$ cat config.mk
export PLATFORM = sky130hd
export DESIGN_NAME = touch_gesture_classifier
export DESIGN_NICKNAME = d
export VERILOG_FILES = /design/src/rtl/tgc_pkg.sv /design/src/rtl/touch_gesture_classifier.sv
export SDC_FILE = /design/constraint.sdc
export NUM_CORES = 1
export LEC_CHECK = 0
export BUFFER_PORTS_ARGS = -buffer_cell sky130_fd_sc_hd__buf_2
export CELL_PAD_IN_SITES_DETAIL_PLACEMENT = 0
export CELL_PAD_IN_SITES_GLOBAL_PLACEMENT = 1
export CORE_MARGIN = 3
export CORE_UTILIZATION = 52
export DETAILED_ROUTE_END_ITERATION = 6
export GPL_TIMING_DRIVEN = 0
export HOLD_SLACK_MARGIN = 0.02
export PLACE_DENSITY = 0.95
export SETUP_SLACK_MARGIN = 0.05
export SYNTH_ARGS = -nofsm -noshare
export SYNTH_HDL_FRONTEND = slang
export SYNTH_SLANG_ARGS = --single-unit
$ cat constraint.sdc
create_clock -name clk -period 16.91 [get_ports clk]
set_input_delay 3.382 -clock clk [delete_from_list [all_inputs] [get_ports clk]]
set_output_delay 3.382 -clock clk [all_outputs]
set_load 0.005 [all_outputs]
$ cat src/rtl/tgc_pkg.sv
`timescale 1ns / 1ps
`default_nettype none
package tgc_pkg;

  localparam int COORD_BITS     = 12;
  localparam int SPAN_FRAC_BITS = 4;

  localparam int COUNT_W = 4;
  localparam int STAMP_W = 32;
  localparam int SWIPE_W = 12;
  localparam int FLICK_W = 16;
  localparam int PINCH_W = 16;

  localparam int CFG_DATA_W = 16;
  localparam int CFG_IDX_W  = 2;

  typedef enum logic [CFG_IDX_W-1:0] {
    REG_SWIPE_DISTANCE = 2'd0,
    REG_FLICK_TIME     = 2'd1,
    REG_PINCH_THRESH   = 2'd2
  } cfg_reg_t;

  localparam logic [SWIPE_W-1:0] SWIPE_RESET = SWIPE_W'(80);
  localparam logic [FLICK_W-1:0] FLICK_RESET = FLICK_W'(200);
  localparam logic [PINCH_W-1:0] PINCH_RESET = PINCH_W'(80);

  // input item layout
  localparam int IN_COUNT_LO = 0;
  localparam int IN_X0_LO    = IN_COUNT_LO + COUNT_W;
  localparam int IN_Y0_LO    = IN_X0_LO + COORD_BITS;
  localparam int IN_X1_LO    = IN_Y0_LO + COORD_BITS;
  localparam int IN_Y1_LO    = IN_X1_LO + COORD_BITS;
  localparam int IN_NOW_LO   = IN_Y1_LO + COORD_BITS;
  localparam int IN_W        = IN_NOW_LO + STAMP_W;
  localparam int IN_DATA_W   = ((IN_W + 7) / 8) * 8;

  // result item layout
  localparam int OUT_TOUCHING = 5;
  localparam int OUT_W        = 6 + 4 * COORD_BITS + COUNT_W;
  localparam int OUT_DATA_W   = ((OUT_W + 7) / 8) * 8;

  // arithmetic widths
  localparam int SQ_W    = (COORD_BITS > SWIPE_W) ? COORD_BITS : SWIPE_W;
  localparam int ACC_W   = 2 * SQ_W + 1;
  localparam int DSQ_W   = 2 * COORD_BITS + 1;
  localparam int RAD_W   = DSQ_W + 2 * SPAN_FRAC_BITS;
  localparam int ROOT_W  = (RAD_W + 1) / 2;
  localparam int PAD_W   = 2 * ROOT_W;
  localparam int REM_W   = ROOT_W + 3;
  localparam int STEP_W  = $clog2(ROOT_W);
  localparam int CMP_W   = (ROOT_W > PINCH_W) ? ROOT_W : PINCH_W;

endpackage
`default_nettype wire

$ cat src/rtl/touch_gesture_classifier.sv
`timescale 1ns / 1ps
`default_nettype none
// Touch gesture classifier: one result item per touch frame item. A shared squarer
// forms squared travel and squared finger distance; a bit-per-cycle square root
// gives the finger distance with SPAN_FRAC_BITS fraction bits. The input side is
// held off while a frame is worked on. A frame with one touch, or a release with
// no touch held, goes straight to the final step; a release of a held touch first
// makes three squarer passes; a frame with two or more touches makes two squarer
// passes and then the 17-step square root loop. A finished result sits in the
// output register, so the next frame is taken while it waits; the final step waits
// only if that register is still full. Configuration writes take effect at once.
module touch_gesture_classifier (
  input  wire logic                                clk,
  input  wire logic                                rst,
  input  wire logic                                s_tvalid,
  output logic                                     s_tready,
  // touch_count, first_x, first_y, second_x, second_y, now_ms
  input  wire logic [tgc_pkg::IN_DATA_W-1:0]       s_tdata,
  output logic                                     m_tvalid,
  input  wire logic                                m_tready,
  // tap, swipe, flick, pinch_in, pinch_out, touching, begin_x, begin_y,
  // now_x, now_y, count_seen
  output logic [tgc_pkg::OUT_DATA_W-1:0]           m_tdata,
  input  wire logic                                cfg_we,
  input  wire logic [tgc_pkg::CFG_IDX_W-1:0]       cfg_index,
  input  wire logic [tgc_pkg::CFG_DATA_W-1:0]      cfg_data
);

  localparam int CB = tgc_pkg::COORD_BITS;

  typedef enum logic [2:0] {
    S_IDLE,
    S_SQ0,
    S_SQ1,
    S_SQ2,
    S_ROOT,
    S_FIN
  } state_t;

  state_t state;

  logic [tgc_pkg::SWIPE_W-1:0] swipe_distance;
  logic [tgc_pkg::FLICK_W-1:0] flick_time_ms;
  logic [tgc_pkg::PINCH_W-1:0] pinch_threshold_q4;

  logic                        held;
  logic [CB-1:0]               start_px_x;
  logic [CB-1:0]               start_px_y;
  logic [CB-1:0]               track_px_x;
  logic [CB-1:0]               track_px_y;
  logic [tgc_pkg::STAMP_W-1:0] start_stamp;
  logic [tgc_pkg::ROOT_W-1:0]  last_span;

  logic [tgc_pkg::COUNT_W-1:0] cnt_r;
  logic [CB-1:0]               x0_r;
  logic [CB-1:0]               y0_r;
  logic [CB-1:0]               x1_r;
  logic [CB-1:0]               y1_r;
  logic [tgc_pkg::STAMP_W-1:0] now_r;

  logic [tgc_pkg::ACC_W-1:0]     acc;
  logic [2*tgc_pkg::SWIPE_W-1:0] lim;
  logic [tgc_pkg::PAD_W-1:0]     rad;
  logic [tgc_pkg::REM_W-1:0]     rem;
  logic [tgc_pkg::ROOT_W-1:0]    root;
  logic [tgc_pkg::STEP_W-1:0]    step;

  logic                          release_r;
  logic                          s_accept;
  logic                          out_free;

  logic [tgc_pkg::SQ_W-1:0]      sq_a;
  logic [tgc_pkg::SQ_W-1:0]      sq_b;
  logic [tgc_pkg::SQ_W-1:0]      sq_d;
  logic [2*tgc_pkg::SQ_W-1:0]    sq_p;
  logic [tgc_pkg::ACC_W-1:0]     acc_sum;

  logic [tgc_pkg::REM_W-1:0]     rem_sh;
  logic [tgc_pkg::REM_W-1:0]     trial;
  logic                          rem_ge;

  logic [tgc_pkg::STAMP_W-1:0]   elapsed;
  logic                          f_tap;
  logic                          f_swipe;
  logic                          f_flick;
  logic                          f_pin;
  logic                          f_pout;
  logic                          held_next;
  logic [CB-1:0]                 start_x_next;
  logic [CB-1:0]                 start_y_next;
  logic [CB-1:0]                 track_x_next;
  logic [CB-1:0]                 track_y_next;
  logic [tgc_pkg::CMP_W-1:0]     span_w;
  logic [tgc_pkg::CMP_W-1:0]     last_w;
  logic [tgc_pkg::CMP_W-1:0]     delta;
  logic                          over;

  assign s_tready = (state == S_IDLE);
  assign s_accept = s_tvalid && s_tready;
  assign out_free = !m_tvalid || m_tready;
  assign release_r = (cnt_r == '0);

  // shared squarer
  always_comb begin
    sq_a = '0;
    sq_b = '0;
    unique case (state)
      S_SQ0: begin
        sq_a = release_r ? tgc_pkg::SQ_W'(track_px_x) : tgc_pkg::SQ_W'(x1_r);
        sq_b = release_r ? tgc_pkg::SQ_W'(start_px_x) : tgc_pkg::SQ_W'(x0_r);
      end
      S_SQ1: begin
        sq_a = release_r ? tgc_pkg::SQ_W'(track_px_y) : tgc_pkg::SQ_W'(y1_r);
        sq_b = release_r ? tgc_pkg::SQ_W'(start_px_y) : tgc_pkg::SQ_W'(y0_r);
      end
      S_SQ2: begin
        sq_a = tgc_pkg::SQ_W'(swipe_distance);
      end
      default: begin
      end
    endcase
    sq_d = (sq_a > sq_b) ? (sq_a - sq_b) : (sq_b - sq_a);
    sq_p = (2*tgc_pkg::SQ_W)'(sq_d) * (2*tgc_pkg::SQ_W)'(sq_d);
    acc_sum = acc + tgc_pkg::ACC_W'(sq_p);
  end

  // one root digit per cycle
  always_comb begin
    rem_sh = {rem[tgc_pkg::REM_W-3:0], rad[tgc_pkg::PAD_W-1 -: 2]};
    trial  = tgc_pkg::REM_W'({root, 2'b01});
    rem_ge = (rem_sh >= trial);
  end

  // final decision
  always_comb begin
    elapsed      = now_r - start_stamp;
    f_tap        = 1'b0;
    f_swipe      = 1'b0;
    f_flick      = 1'b0;
    f_pin        = 1'b0;
    f_pout       = 1'b0;
    held_next    = held;
    start_x_next = start_px_x;
    start_y_next = start_px_y;
    track_x_next = track_px_x;
    track_y_next = track_px_y;
    span_w       = tgc_pkg::CMP_W'(root);
    last_w       = tgc_pkg::CMP_W'(last_span);
    delta        = (span_w > last_w) ? (span_w - last_w) : (last_w - span_w);
    over         = (delta > tgc_pkg::CMP_W'(pinch_threshold_q4));
    if (release_r) begin
      if (held) begin
        if (acc < tgc_pkg::ACC_W'(lim)) begin
          f_tap = 1'b1;
        end else begin
          f_swipe = 1'b1;
          f_flick = (elapsed <= tgc_pkg::STAMP_W'(flick_time_ms));
        end
      end
      held_next = 1'b0;
    end else begin
      if (!held) begin
        start_x_next = x0_r;
        start_y_next = y0_r;
      end
      held_next    = 1'b1;
      track_x_next = x0_r;
      track_y_next = y0_r;
      if (cnt_r >= tgc_pkg::COUNT_W'(2) && last_span != '0 && over) begin
        f_pout = (span_w > last_w);
        f_pin  = !(span_w > last_w);
      end
    end
  end

  always_ff @(posedge clk) begin
    if (rst) begin
      state              <= S_IDLE;
      m_tvalid           <= 1'b0;
      swipe_distance     <= tgc_pkg::SWIPE_RESET;
      flick_time_ms      <= tgc_pkg::FLICK_RESET;
      pinch_threshold_q4 <= tgc_pkg::PINCH_RESET;
      held               <= 1'b0;
      start_px_x         <= '0;
      start_px_y         <= '0;
      track_px_x         <= '0;
      track_px_y         <= '0;
      start_stamp        <= '0;
      last_span          <= '0;
    end else begin
      if (cfg_we) begin
        unique case (cfg_index)
          tgc_pkg::REG_SWIPE_DISTANCE:
            swipe_distance <= cfg_data[tgc_pkg::SWIPE_W-1:0];
          tgc_pkg::REG_FLICK_TIME:
            flick_time_ms <= cfg_data[tgc_pkg::FLICK_W-1:0];
          tgc_pkg::REG_PINCH_THRESH:
            pinch_threshold_q4 <= cfg_data[tgc_pkg::PINCH_W-1:0];
          default: begin
          end
        endcase
      end

      // the final step reloads the output register itself
      if (m_tvalid && m_tready && state != S_FIN) begin
        m_tvalid <= 1'b0;
      end

      unique case (state)
        S_IDLE: begin
          if (s_accept) begin
            cnt_r <= s_tdata[tgc_pkg::IN_COUNT_LO +: tgc_pkg::COUNT_W];
            x0_r  <= s_tdata[tgc_pkg::IN_X0_LO +: CB];
            y0_r  <= s_tdata[tgc_pkg::IN_Y0_LO +: CB];
            x1_r  <= s_tdata[tgc_pkg::IN_X1_LO +: CB];
            y1_r  <= s_tdata[tgc_pkg::IN_Y1_LO +: CB];
            now_r <= s_tdata[tgc_pkg::IN_NOW_LO +: tgc_pkg::STAMP_W];
            acc   <= '0;
            if (s_tdata[tgc_pkg::IN_COUNT_LO +: tgc_pkg::COUNT_W] == '0) begin
              state <= held ? S_SQ0 : S_FIN;
            end else if (s_tdata[tgc_pkg::IN_COUNT_LO +: tgc_pkg::COUNT_W] >=
                         tgc_pkg::COUNT_W'(2)) begin
              state <= S_SQ0;
            end else begin
              state <= S_FIN;
            end
          end
        end
        S_SQ0: begin
          acc   <= acc_sum;
          state <= S_SQ1;
        end
        S_SQ1: begin
          acc <= acc_sum;
          if (release_r) begin
            state <= S_SQ2;
          end else begin
            rad   <= tgc_pkg::PAD_W'(acc_sum[tgc_pkg::DSQ_W-1:0]) <<
                     (2 * tgc_pkg::SPAN_FRAC_BITS);
            rem   <= '0;
            root  <= '0;
            step  <= tgc_pkg::STEP_W'(tgc_pkg::ROOT_W - 1);
            state <= S_ROOT;
          end
        end
        S_SQ2: begin
          lim   <= sq_p[2*tgc_pkg::SWIPE_W-1:0];
          state <= S_FIN;
        end
        S_ROOT: begin
          rad  <= rad << 2;
          rem  <= rem_ge ? (rem_sh - trial) : rem_sh;
          root <= {root[tgc_pkg::ROOT_W-2:0], rem_ge};
          step <= step - 1'b1;
          if (step == '0) begin
            state <= S_FIN;
          end
        end
        S_FIN: begin
          if (out_free) begin
            held       <= held_next;
            start_px_x <= start_x_next;
            start_px_y <= start_y_next;
            track_px_x <= track_x_next;
            track_px_y <= track_y_next;
            if (!release_r && !held) begin
              start_stamp <= now_r;
            end
            if (release_r) begin
              last_span <= '0;
            end else if (cnt_r >= tgc_pkg::COUNT_W'(2)) begin
              last_span <= root;
            end
            m_tdata  <= tgc_pkg::OUT_DATA_W'({cnt_r, track_y_next, track_x_next,
                                              start_y_next, start_x_next, held_next,
                                              f_pout, f_pin, f_flick, f_swipe, f_tap});
            m_tvalid <= 1'b1;
            state    <= S_IDLE;
          end
        end
        default: begin
          state <= S_IDLE;
        end
      endcase
    end
  end

  a_busy_after_take: assert property (@(posedge clk) disable iff (rst)
    s_accept |=> !s_tready)
    else $error("input taken while a frame is in progress");

  a_touching_matches: assert property (@(posedge clk) disable iff (rst)
    $rose(m_tvalid) |-> (m_tdata[tgc_pkg::OUT_TOUCHING] == held))
    else $error("touching flag differs from held state");

  a_tap_xor_swipe: assert property (@(posedge clk) disable iff (rst)
    m_tvalid |-> !(m_tdata[0] && m_tdata[1]))
    else $error("tap and swipe in one result");

  a_flick_is_swipe: assert property (@(posedge clk) disable iff (rst)
    m_tvalid && m_tdata[2] |-> m_tdata[1])
    else $error("flick without swipe");

  a_pinch_one_way: assert property (@(posedge clk) disable iff (rst)
    m_tvalid |-> !(m_tdata[3] && m_tdata[4]))
    else $error("pinch in and out in one result");

endmodule
`default_nettype wire

; ---- After elaboration in Yosys (flattened, before gate mapping)
; Cells that the tools add are included.
[totals]
inputBits = 111
wordCells = 138
regBits = 411
output_inout_bits = 66
[classes]
bitwise = 4
n_mul = 1
eq_ne = 12
n_mux = 41
n_addsub = 8
reduce_logical = 36
magnitude_cmp = 8
[op_table]
columns = op, n
row1 = two-way mux 12 bit, 11
row2 = two-way mux 17 bit, 4
row3 = one-hot mux 34 bit (2 select lines), 1
row4 = one-hot mux 25 bit (2 select lines), 1
row5 = two-way mux 18 bit, 2
row6 = one-hot mux 12 bit (3 select lines), 1
row7 = one-hot mux 18 bit (2 select lines), 1
row8 = two-way mux 34 bit, 1
row9 = one-hot mux 17 bit (2 select lines), 1
row10 = subtractor 17 bit, 2
row11 = <= comparator 32 x 16 -> 1 bit, 1
row12 = subtractor 32 bit, 1
row13 = adder 25 x 24 -> 25 bit, 1
row14 = < comparator 25 x 24 -> 1 bit, 1
row15 = two-way mux 25 bit, 1
row16 = multiplier 12 x 12 -> 24 bit, 1
row17 = one-hot mux 12 bit (2 select lines), 1
row18 = subtractor 12 bit, 2
row19 = two-way mux 3 bit, 7
row20 = AND reduction 3 bit, 7
row21 = greater-or-equal comparator 20 x 19 -> 1 bit, 1
row22 = one-hot mux 3 bit (6 select lines), 1
row23 = subtractor 18 bit, 1
row24 = > comparator 17 x 16 -> 1 bit, 1
row25 = other kinds (28), 58

; ---- Longest topological paths before layout
[depth]
word_depth = 9
ltp_mapped = 48
mapped_depth_nobuf = 47

; ---- Worst setup path after synthesis
; No wires, ideal clock.
[synth_timing]
path_kind = reg2reg
from = reg cnt_r[0] (netlist name)
to = reg rad[31] (netlist name), data pin
setup_slack_ns = 6.251
path_stages_with_launch = 44
setup_time_ns = 0.268
t_arrival_ns = 10.392
synth_period_minus_slack_ns = 10.659
n_path_buf = 1
required_time_ns = 16.642
path_cell_list = edfxtp_1 nor4_2 inv_2 clkbuf_1 nand2_1 a21oi_1 a211oi_1 inv_1 fa_1 a21o_1 a21oi_1 o221ai_1 a21oi_2 mux2_2 a311oi_1 o21ai_1 xnor2_2 inv_2 (+8 left out) inv_1 fa_1 inv_1 ha_1 or3_1 o211a_1 o21a_1 o21a_1 nor2_1 ha_1 a21oi_1 o21a_1 o21ai_1 and2_1 or4_1 a211oi_1 xor2_1 o21ai_0
[synth_via]
elab_chain_len = 9
elab_cells_between_ends = 15
cone_classes = add/sub: 3 / mul: 1 / order compare: 1 / mux: 9 / reduce/logical: 1
[synth_rtl]
columns = item, line_no
row1 = "start, declared", touch_gesture_classifier.sv:54  ; logic [tgc_pkg::COUNT_W-1:0] cnt_r;
row2 = "start signal, assigned", touch_gesture_classifier.sv:212  ; cnt_r <= s_tdata[tgc_pkg::IN_COUNT_LO +: tgc_pkg::COUNT_W];
row3 = zero test 4 bit (*), touch_gesture_classifier.sv:101  ; assign release_r = (cnt_r == '0);
row4 = "two-way mux 12 bit, on equally long branches", n/a
row5 = one-hot mux 12 bit (3 select lines) / one-hot mux 12 bit (2 select lines) (equally long branches), touch_gesture_classifier.sv:107  ; unique case (state)
row6 = subtractor 12 bit / > comparator 12 bit (equally long branches), touch_gesture_classifier.sv:122  ; sq_d = (sq_a > sq_b) ? (sq_a - sq_b) : (sq_b - sq_a);
row7 = two-way mux 12 bit (*), touch_gesture_classifier.sv:122
row8 = multiplier 12 x 12 -> 24 bit (*), touch_gesture_classifier.sv:123  ; sq_p = (2*tgc_pkg::SQ_W)'(sq_d) * (2*tgc_pkg::SQ_W)'(sq_d);
row9 = "via sq_p, one bit", touch_gesture_classifier.sv:75  ; logic [2*tgc_pkg::SQ_W-1:0] sq_p;
row10 = adder 25 x 24 -> 25 bit (*), touch_gesture_classifier.sv:124  ; acc_sum = acc + tgc_pkg::ACC_W'(sq_p);
row11 = two-way mux 34 bit (*), touch_gesture_classifier.sv:235  ; if (release_r) begin
row12 = one-hot mux 34 bit (2 select lines) (*), touch_gesture_classifier.sv:209  ; unique case (state)
row13 = "end signal, assigned", touch_gesture_classifier.sv:238  ; rad <= tgc_pkg::PAD_W'(acc_sum[tgc_pkg::DSQ_W-1:0]) <<
row14 = "end signal, assigned", touch_gesture_classifier.sv:251  ; rad <= rad << 2;
row15 = "end, declared", touch_gesture_classifier.sv:63  ; logic [tgc_pkg::PAD_W-1:0] rad;
; The timed path passes the listed nets; every way through them passes the cells marked *. The select of a mux whose other input is x is not followed.
; A chain may end at the register's enable or synchronous reset.

; ---- Worst setup path after layout
[layout_timing]
from = reg cnt_r[0] (netlist name)
to = reg rad[32] (netlist name), data pin
; The elaborated chain is that of the path after synthesis.

==> impl_metrics.env <==
export IMPL_startpoint_type="flip-flop"
export IMPL_hp_class="reg -> reg"
export IMPL_yosys_warnings=0
export IMPL_hold_buffers=0
export IMPL_port_buffers=165
export IMPL_core_sq_um=50200
export IMPL_r2r_cells=44
export IMPL_post_drt_wl_per_cell_um=18.6
export IMPL_cts_sinks=402
export IMPL_cts_setup_buffers=0
export IMPL_wl_um=70100
export IMPL_cts_buffers=43
export IMPL_cts_tree="yes"
export IMPL_crit_buf_inv=11
export IMPL_final_hold_violation_count=0
export IMPL_outcome="complete, no violations"
export IMPL_overflow=0
export IMPL_period_share_pct=76.7
export IMPL_grt_first_pass_wirelength_um=110000
export IMPL_nFillCells=4252
export IMPL_slew_viol_final=0
export IMPL_grt_pass1_vias=20800
export IMPL_critPathTopFamily="adder cells"
export IMPL_hold_ws_ps=454
export IMPL_ys_seq_elements=402
export IMPL_synth_area_sq_um=26500
export IMPL_clock_fmax_ghz=0.0771
export IMPL_skew_ps=24.3
export IMPL_synth_async_reset_ratio_pct=0
export IMPL_ant_nets=0
export IMPL_drt_iter0_drc=1727
export IMPL_cts_resized_gates=0
export IMPL_area_delta_synth_final_pct=12.6
export IMPL_clock_path_buffers=3
export IMPL_io_pins=177
export IMPL_die_area_sq_um=53600
export IMPL_dieWidth_um=232
export IMPL_grt_antenna_before_repair=4
export IMPL_grt_max_degree=47
export IMPL_synthCells=2828
export IMPL_rsz0062_at_grt="no"
export IMPL_grt_usage_pct=25.7
export IMPL_fin_nets=3495
export IMPL_path_depth=44
export IMPL_worstSetupPathType="reg -> reg"
export IMPL_clock_root_buffer="clkbuf_16"
export IMPL_ys_seq_area_share_pct=40.1
export IMPL_viasPerCell=5.65
export IMPL_ys_types=83
export IMPL_dr_pass1_iters=6
export IMPL_critPathRequiredTime_ps=17220
export IMPL_slew_headroom_pct=29.5
export IMPL_drc=0
export IMPL_die_h_um=232
export IMPL_hpwlAfterDp_um=54500
export IMPL_rows=82
export IMPL_cap_violations=0
export IMPL_synth_area_leaders="edfxtp_1 (29%), ha_1 (11%), dfxtp_1 (11%)"
export IMPL_synth_top_flop_cell="edfxtp_1"
export IMPL_clk_pin_slew_ps=60
export IMPL_worstMarginPinSlew_ps=1030
export IMPL_multi_input_area_sq_um=14200
export IMPL_seq_area_sq_um=10600
export IMPL_worst_ep_arrival_time_ps=13280
export IMPL_vias=21300
export IMPL_drive_above_1_share_pct=10.3
export IMPL_initial_core_util_pct=52.7
export IMPL_syn_area_per_cell_sq_um=9.35
export IMPL_fin_crit_ps=12980
export IMPL_cts_max_level=2
export IMPL_max_stage_delay_ps=620
export IMPL_finalSetupViolations=0
export IMPL_end_kind="flip-flop"
export IMPL_routabilityCongestion=0.993
export IMPL_clk_latency_ps=570
export IMPL_slowest_stage="nor4_2"
export IMPL_synth_top_cell_area_share_pct=29.1
export IMPL_critPathMaxFanout=10
export IMPL_synth_largest_area_cell="edfxtp_1"
export IMPL_setup_tns_ps=0
export IMPL_hold_depth=2
export IMPL_synth_edf_count=256
registers in the layout, indices dropped and copies added, names as in the netlist, 4 cells and up:
| name | cells |
|---|---|
| m_tdata | 58 |
| now_r | 32 |
| start_stamp | 32 |
| rad | 26 |
| acc | 25 |
| lim | 23 |
| rem | 18 |
| last_span | 17 |
| root | 17 |
| flick_time_ms | 16 |
| pinch_threshold_q4 | 16 |
| start_px_x | 12 |
| start_px_y | 12 |
| swipe_distance | 12 |
| track_px_x | 12 |
| track_px_y | 12 |
| x0_r | 12 |
| x1_r | 12 |
| y0_r | 12 |
| y1_r | 12 |
| step | 5 |
| cnt_r | 4 |
routing by layer:
layer / routed length [um] / up-vias / GRT usage, %
li1: - / 10200 / -
met1: 30600 / 10300 / 35.0
met2: 32700 / 679 / 42.0
met3: 4780 / 118 / 4.30
met4: 2000 / 0 / 8.00
met5: 0 / - / 0
worst reg2reg max path: cells and delay by family (launching register included):
kind                     cells  cell delay, ps
adder cells (fa/ha/maj)      8            3810
AO/OA/AOI/OAI               14            3610
buffers and inverters       11            2070
AND/OR/NAND/NOR              7            1820
XOR/XNOR                     3             870
flip-flops                   1             440
multiplexers                 1             110
metrics by stage:
step           setup slack [ps]  utilization, %  instance area [sq um]  instances
3_5_place_dp               4240            56.4                  28300       3681
6_report                   3930            59.4                  29800       3763
5_1_grt                    3290            59.4                  29800       3762
2_1_floorplan              6250               -                  26500       2833
3_3_place_gp               3820            56.1                  28100       3670
4_1_cts                    4080            59.4                  29800       3759
worst paths after layout:
| kind | from | slack (ps) | end |
|---|---|---|---|
| max | cnt_r[0]$_DFFE_PP_ | 3930 | rad[32]$_DFFE_PP_ |
| min | start_stamp[30]$_SDFFE_PP0P_ | 450 | start_stamp[30]$_SDFFE_PP0P_ |
| max reg2reg | cnt_r[0]$_DFFE_PP_ | 3930 | rad[32]$_DFFE_PP_ |
| min reg2reg | start_stamp[30]$_SDFFE_PP0P_ | 450 | start_stamp[30]$_SDFFE_PP0P_ |
cell type report:
class	instances	share of cell area (%)
multi-input combinational	1995	47.7
clock buffer	61	4.30
clock inverter	17	0.655
tap	672	2.82
inverter	320	4.03
timing repair buffer	176	3.23
antenna	4	0.0336
sequential	402	35.6
buffer	116	1.60
placed cells by master, fill, tap and decap left out, types with 23 or more instances in the layout:
cell type,instances
dfxtp_1,146
a21oi_1,239
clkbuf_1,106
nor2_1,262
mux2_2,29
mux2i_1,29
a21o_1,69
nand2_1,389
nand3_1,31
xnor2_1,64
o21ai_0,73
inv_1,317
o21a_1,27
nand2b_1,23
ha_1,242
xor2_1,41
clkbuf_16,48
fa_1,88
nor3_1,51
edfxtp_1,256
buf_2,174
a21boi_0,27
cells in the mapped netlist (all sizes together), types with 29 or more instances:
library cell,number
a21o,69
a21oi,241
clkbuf,96
dfxtp,146
edfxtp,256
fa,88
ha,242
inv,319
mux2,29
mux2i,29
nand2,389
nand3,31
nor2,264
nor3,52
o21ai,79
xnor2,65
xor2,41
cell families after synthesis:
family | after synthesis | synth area share [%]
multiplexers | 58 | 2.33
flip-flops | 402 | 40.1
other | 1 | 0.0142
buffers and inverters | 436 | 6.34
AO/OA/AOI/OAI | 615 | 15.0
XOR/XNOR | 106 | 3.54
adder cells (fa/ha/maj) | 330 | 18.1
AND/OR/NAND/NOR | 880 | 14.5
Power is left out: the tool's default activity adds up to more than one toggle a clock period on the data nets, which glitch-free logic cannot reach.
